[src/hdl/quantum_gate_state_update_unit_defines.svh]
// Assertion macros for the gate state update unit
`ifndef QUANTUM_GATE_STATE_UPDATE_UNIT_DEFINES_SVH
`define QUANTUM_GATE_STATE_UPDATE_UNIT_DEFINES_SVH

// implication checked every clock outside reset
`define QG_ASSERT_IMP(label, rst_n, ante, cons) \
    label: assert property (@(posedge clk) disable iff (!rst_n) (ante) |-> (cons)) \
        else $error("assertion failed");

// next-cycle implication checked outside reset
`define QG_ASSERT_NEXT(label, rst_n, ante, cons) \
    label: assert property (@(posedge clk) disable iff (!rst_n) (ante) |=> (cons)) \
        else $error("assertion failed");

`endif

[src/hdl/qgsu_pkg.sv]
package qgsu_pkg;

    typedef enum logic [1:0] {
        OP_WRITE_AMP = 2'd0,
        OP_WRITE_MAT = 2'd1,
        OP_APPLY     = 2'd2,
        OP_READ_AMP  = 2'd3
    } op_t;

    localparam logic [1:0] REG_TARGET_COUNT = 2'd0;
    localparam logic [1:0] REG_TARGET_POS_0 = 2'd1;
    localparam logic [1:0] REG_TARGET_POS_1 = 2'd2;
    localparam logic [1:0] REG_TARGET_POS_2 = 2'd3;

    localparam int MaxK = 8;

    typedef struct packed {
        logic [1:0]  operation;
        logic [9:0]  index;
        logic signed [15:0] value_real;
        logic signed [15:0] value_imag;
    } in_word_t;

    typedef struct packed {
        logic signed [15:0] read_real;
        logic signed [15:0] read_imag;
        logic               index_error;
    } out_word_t;

    // controller to datapath commands
    typedef struct packed {
        logic       start;       // latch input word, decode
        logic       amp_rd;      // read amplitude at gather address
        logic       gather_cap;  // capture read data into gather slot
        logic [2:0] slot;        // gather slot / column / row
        logic [2:0] row;
        logic       acc_clr;
        logic       mac_issue;   // start one complex product term set
        logic       mac_acc;     // accumulate registered products
        logic       wb;          // write back row result
        logic       simple;      // do write or read op
        logic       simple_cap;  // capture read data for read op
    } qg_cmd_t;

    typedef struct packed {
        logic       is_apply;
        logic       err;
        logic [3:0] kk;          // 2**K, rows of the gate matrix
    } qg_status_t;

endpackage

[src/hdl/qgsu_ctrl.sv]
module qgsu_ctrl
    import qgsu_pkg::*;
(
    input  logic       clk,
    input  logic       rst_n,
    input  logic       in_go,
    input  qg_status_t status,
    output qg_cmd_t    cmd,
    output logic       busy,
    output logic       done
);

    typedef enum logic [3:0] {
        S_IDLE, S_DEC, S_SIMPLE, S_SIMPLE_RD, S_SIMPLE_CAP,
        S_G_RD, S_G_CAP, S_ROW, S_MUL, S_ACC, S_WB, S_DONE
    } state_t;

    state_t     state_reg, state_next;
    logic [2:0] slot_reg, slot_next;
    logic [2:0] row_reg, row_next;

    assign busy = (state_reg != S_IDLE);
    assign done = (state_reg == S_DONE);

    // next state and command decode
    always_comb
    begin
        state_next = state_reg;
        slot_next  = slot_reg;
        row_next   = row_reg;
        cmd        = '0;
        cmd.slot   = slot_reg;
        cmd.row    = row_reg;
        unique case (state_reg)
            S_IDLE:
            begin
                if (in_go)
                begin
                    cmd.start  = 1'b1;
                    state_next = S_DEC;
                end
            end
            S_DEC:
            begin
                slot_next = '0;
                row_next  = '0;
                if (status.err)
                    state_next = S_DONE;
                else if (status.is_apply)
                    state_next = S_G_RD;
                else
                    state_next = S_SIMPLE;
            end
            S_SIMPLE:
            begin
                cmd.simple = 1'b1;
                state_next = S_SIMPLE_RD;
            end
            S_SIMPLE_RD:   state_next = S_SIMPLE_CAP;
            S_SIMPLE_CAP:
            begin
                cmd.simple_cap = 1'b1;
                state_next     = S_DONE;
            end
            S_G_RD:
            begin
                cmd.amp_rd = 1'b1;
                state_next = S_G_CAP;
            end
            S_G_CAP:
            begin
                cmd.gather_cap = 1'b1;
                if ({1'b0, slot_reg} == status.kk - 4'd1)
                begin
                    slot_next  = '0;
                    state_next = S_ROW;
                end
                else
                begin
                    slot_next  = slot_reg + 3'd1;
                    state_next = S_G_RD;
                end
            end
            S_ROW:
            begin
                cmd.acc_clr = 1'b1;
                slot_next   = '0;
                state_next  = S_MUL;
            end
            S_MUL:
            begin
                cmd.mac_issue = 1'b1;
                state_next    = S_ACC;
            end
            S_ACC:
            begin
                cmd.mac_acc = 1'b1;
                if ({1'b0, slot_reg} == status.kk - 4'd1)
                    state_next = S_WB;
                else
                begin
                    slot_next  = slot_reg + 3'd1;
                    // fetch the next column's matrix entry
                    cmd.slot   = slot_reg + 3'd1;
                    state_next = S_MUL;
                end
            end
            S_WB:
            begin
                cmd.wb    = 1'b1;
                slot_next = '0;
                if ({1'b0, row_reg} == status.kk - 4'd1)
                    state_next = S_DONE;
                else
                begin
                    row_next   = row_reg + 3'd1;
                    state_next = S_ROW;
                end
            end
            S_DONE:        state_next = S_IDLE;
            default:       state_next = S_IDLE;
        endcase
    end

    // state register
    always_ff @(posedge clk or negedge rst_n)
    begin
        if (!rst_n)
        begin
            state_reg <= S_IDLE;
            slot_reg  <= '0;
            row_reg   <= '0;
        end
        else
        begin
            state_reg <= state_next;
            slot_reg  <= slot_next;
            row_reg   <= row_next;
        end
    end

endmodule

[config.mk]
export PLATFORM = sky130hd
export DESIGN_NAME = qgsu_ctrl
export DESIGN_NICKNAME = d
export VERILOG_FILES = /design/src/hdl/quantum_gate_state_update_unit_defines.svh /design/src/hdl/qgsu_pkg.sv /design/src/hdl/qgsu_ctrl.sv
export SDC_FILE = /design/constraint.sdc
export NUM_CORES = 1
export LEC_CHECK = 0
export ABC_AREA = 1
export BUFFER_PORTS_ARGS = -buffer_cell sky130_fd_sc_hd__buf_2
export CAP_MARGIN = 20
export CELL_PAD_IN_SITES_DETAIL_PLACEMENT = 0
export CELL_PAD_IN_SITES_GLOBAL_PLACEMENT = 1
export CORE_MARGIN = 2
export CORE_UTILIZATION = 32
export DETAILED_ROUTE_END_ITERATION = 8
export MAX_ROUTING_LAYER = met4
export PLACE_DENSITY = 0.74
export SLEW_MARGIN = 20
export SYNTH_ARGS = -nofsm -noshare
export SYNTH_HDL_FRONTEND = slang
export SYNTH_SLANG_ARGS = --single-unit
export TNS_END_PERCENT = 30
[constraint.sdc]
create_clock -name clk -period 1.9 [get_ports clk]
set_input_delay 0.285 -clock clk [delete_from_list [all_inputs] [get_ports clk]]
set_output_delay 0.285 -clock clk [all_outputs]
set_load 0.01 [all_outputs]
* Word level (Yosys, flattened, before mapping) *
Cells that the tools add are included.

storage, ports and cells
  register bits after elaboration = 10
  word-level logic and storage cells = 50

cells by class
  add/sub/neg operators = 3
  equal/unequal tests = 15
  multiplexer cells = 23
  reductions and logical operators = 6

operator list
  kind                                                                count
  4-bit one-hot mux with 11 select lines                              1
  4-bit by 3-bit == test with 1-bit output, second input constant     4
  4-bit == test, second input constant                                4
  3-bit 2-to-1 mux                                                    5
  4-bit 2-to-1 mux                                                    3
  1-bit 2-to-1 mux                                                    10
  3-bit one-hot mux with 3 select lines                               1
  3-bit by 4-bit == test with 1-bit output                            2
  4-bit by 2-bit == test with 1-bit output, second input constant     2
  3-bit by 1-bit adder with 3-bit output, second input constant       2
  3-bit one-hot mux with 2 select lines                               1
  4-bit by 1-bit == test with 1-bit output, second input constant     1
  4-bit logical NOT                                                   1
  2-bit 2-to-1 mux                                                    2
  2-bit inequality test, second input constant                        2
  4-bit nonzero test                                                  1
  4-bit by 1-bit subtractor with 4-bit output, second input constant  1
  3-bit nonzero test                                                  1
  3-bit OR reduction                                                  1
  2-bit AND reduction                                                 1
  2-bit nonzero test                                                  1

* Depth between registers and ports, before layout *
  depth in word-level cells = 4
  gate-level depth with buffers = 13

* Worst setup path before layout *
Ideal clock, no wire load.

  path kind = input-to-output
  start = in status[0] (netlist bit)
  end = out cmd[9] (netlist bit)
  arrival time = 1.667 ns
  data required time = 1.615 ns
  slack = -0.052 ns
  cell stages on the path = 10
  path buffers = 0
  cells stage by stage = inv_2 -> ha_1 -> inv_1 -> nand2_1 -> nand2_1 -> nor2_2 -> nand3_2 -> ha_1 -> or2_0 -> o21ai_0

RTL lines
  element             line            text
  start: declaration  qgsu_ctrl.sv:7  input qg_status_t status,
  end: declaration    qgsu_ctrl.sv:8  output qg_cmd_t cmd,

==> metrics.txt <==
CP max FO=3; Slew @ Worst Pin=~0.24 ns; vias per inst=roughly 4.7; Num CTS Buffers=3; Final GP Congestion=around 0.79; outcome=finished with violations; Total Nets Final=~200; layout cells sized above 1=roughly 39%; H-tree depth=1; number of global-route vias before repair=between 900 and 1,000; Total Wirelength=2300 microns; f_max=0.490 GHz; Hold Worst Slack=roughly 0.27 ns; I/O Buffers=25; DRT Pass-1 Iters=4; Mean Syn Cell Area=between 6 and 7 sq um; Inst Count DP=slightly above 200; Final Power=1.91 mW; number of DRC markers in iteration 0=28; Yosys reg bits=10; drt wl/cell=approximately 11 microns; max-slew violation count=0; worst min-delay path class=in2reg; Mapped Cells=137; fin cells=roughly 210; Core ar.=around 0.0028 sq mm; leakage=0.752 nW; Max Cap Viol=0; GRT Overall Usage=15.9%; DRC viols=0; slowest cell on the critical path=ha_1; crit path launch type=primary input; Rel. slew slack=a little over four fifths; Final Util=a little under half; Root Buffer=clkbuf_4; pin count of the biggest net entering global routing=11; ANT cells=0; Synth Cell Area=around 930 sq um; Distinct cells, synth=27; RSZ-0062 raised after global routing=true; initial antenna violation count=0; Fillers=between 200 and 300; antenna viol nets, final=0; area grow syn2layout=38.0%; Rows=19; TritonCTS clock tree=done; Worst Skew=approximately 0.0023 ns; die area=between 0.003 and 0.004 sq mm; Placed Area=~0.0012 sq mm; Final WS setup=-0.139 ns; final period utilization=107%; sequential share of the synthesized area=between 20% and 30%; Setup violations, final=2; grt total ovfl=0; CTS Sinks=10; Final Hold Violating Endpoints=0; Critical Path Sink Type=output port; setup TNS=-0.153 ns; first-pass GRT wire length=4070 microns; Die Span Y=approximately 58 microns; vias=1,006; Worst Path Arrival=around 1.8 ns; Place WS=-0.181 ns; fin area=0.00128 sq mm; dpl hpwl=1890 microns; failing checks=negative setup slack; P per Cell Area=1490 mW/mm^2; crit path time final=~2 ns; net count after synthesis=150; Worst-Skew Late Latency=0.27 ns; largest vdd supply drop=847 uV; slowest stage delay, CP=between 0.2 and 0.3 ns; Crit path required time=around 1.6 ns; WS Path Type=in2out; Cell Chain, Critical Path=buf_2 > inv_2 > ha_4 > inv_1 > nand2_1 > nand2_1 > nor2_2 > nand3_2 > ha_1 > or2_1 > o21ai_2 > buf_2; clock transition at the registers of the reported paths=0.07 ns; total I/O pin count=26; die width=approximately 58 microns; Largest register FFs=4; Synth Warn #=0; initial cell density of the core=about 34%; Longest Clk Path Bufs=2
## cell families after synthesis
kind of cell,after synthesis,share of synthesized area (%)
AO/OA/AOI/OAI,15,11.4
XOR/XNOR,5,4.71
adder cells (fa/ha/maj),4,5.38
buffers and inverters,24,9.82
flip-flops,10,26.9
AND/OR/NAND/NOR,79,41.7
## synth_stat cells
cell / count / area share (%)
nand2_1: 32 / 13
inv_1: 20 / 8.1
nor2_1: 15 / 6.1
nand3_1: 11 / 5.9
dfrtp_1: 10 / 27
nor2_2: 6 / 4.0
o21ai_0: 6 / 3.2
ha_1: 4 / 5.4
inv_2: 3 / 1.2
nand2_2: 3 / 2.0
nand2_4: 3 / 3.6
nor3_1: 3 / 1.6
xor2_1: 3 / 2.8
a21oi_2: 2 / 1.9
nand3_2: 2 / 2.2
o211ai_1: 2 / 1.6
xnor2_1: 2 / 1.9
a21oi_1: 1 / 0.54
clkinv_2: 1 / 0.54
nand3b_1: 1 / 0.81
nand4_1: 1 / 0.67
nor2_4: 1 / 1.2
o21ai_1: 1 / 0.54
o21ai_2: 1 / 0.94
o21ai_4: 1 / 1.8
o221ai_1: 1 / 0.94
or2_0: 1 / 0.67
## layout make-up
type / count / area [sq um] / share of cell area (%)
Inverter: 24 / 91.3 / 7.12
Sequential cell: 10 / 250 / 19.5
Multi-Input combinational cell: 103 / 604 / 47.1
Timing Repair Buffer: 42 / 262 / 20.4
Clock buffer: 4 / 36.3 / 2.83
Tap cell: 31 / 38.8 / 3.02
## report_power, final
| group | internal [mW] | total [mW] | switching (mW) |
|---|---|---|---|
| Clock | 0.117 | 0.198 | 0.0811 |
| Combinational | 0.547 | 1.30 | 0.751 |
| Sequential | 0.301 | 0.409 | 0.108 |
| Total | 0.965 | 1.91 | 0.940 |
## final timing paths
kind | slack (ns) | cells after the start | startpoint | endpoint
worst max-delay path | -0.14 | 12 | status[1] | cmd[9]
worst min-delay path | 0.27 | 3 | in_go | state_reg[0]$_DFFE_PN0P_
worst max register to register | 0.13 | 12 | slot_reg[1]$_DFFE_PN0P_ | slot_reg[0]$_DFFE_PN0P_
worst min register to register | 0.60 | 2 | row_reg[1]$_DFFE_PN0P_ | row_reg[1]$_DFFE_PN0P_
max in group asynchronous | 1.30 | 2 | rst_n | state_reg[3]$_DFFE_PN0P_
min in group asynchronous | 0.41 | 2 | rst_n | slot_reg[2]$_DFFE_PN0P_
## metal layers
metal  track usage (%)  vias to the layer above  wire, microns
met5                 -                        -              0
met4              2.99                        0             17
met3              4.02                        3            100
met2              26.5                       22           1120
met1              19.7                      453           1070
li1                  -                      528              -
## worst max-delay path, delay by kind of cell
kind / cells / cell delay [ns]
compound gates: 1 / 0.06
fa+ha+maj: 2 / 0.53
buf+inv: 4 / 0.31
simple gates: 5 / 0.57
## placed cells by master, fill, tap and decap left out, drive strengths merged
master	count
clkinv	1
o21ai	9
a21oi	3
o211ai	2
xnor2	2
nand3b	1
buf	41
inv	23
nor2	22
xor2	3
dfrtp	10
o221ai	1
clkbuf	4
nor3	3
nand2	38
nand3	13
or2	1
dlygate4sd3	1
nand4	1
ha	4
## timing repair
item                                   4_1_cts  5_1_grt
hold buffers                                 1        0
setup endpoints to repair                    3        3
pin swaps                                    2        0
endpoints found under the hold margin       10        0
buffers inserted                             3        0
gates resized for setup                      4        0
Power figures use the tool's default switching activity.
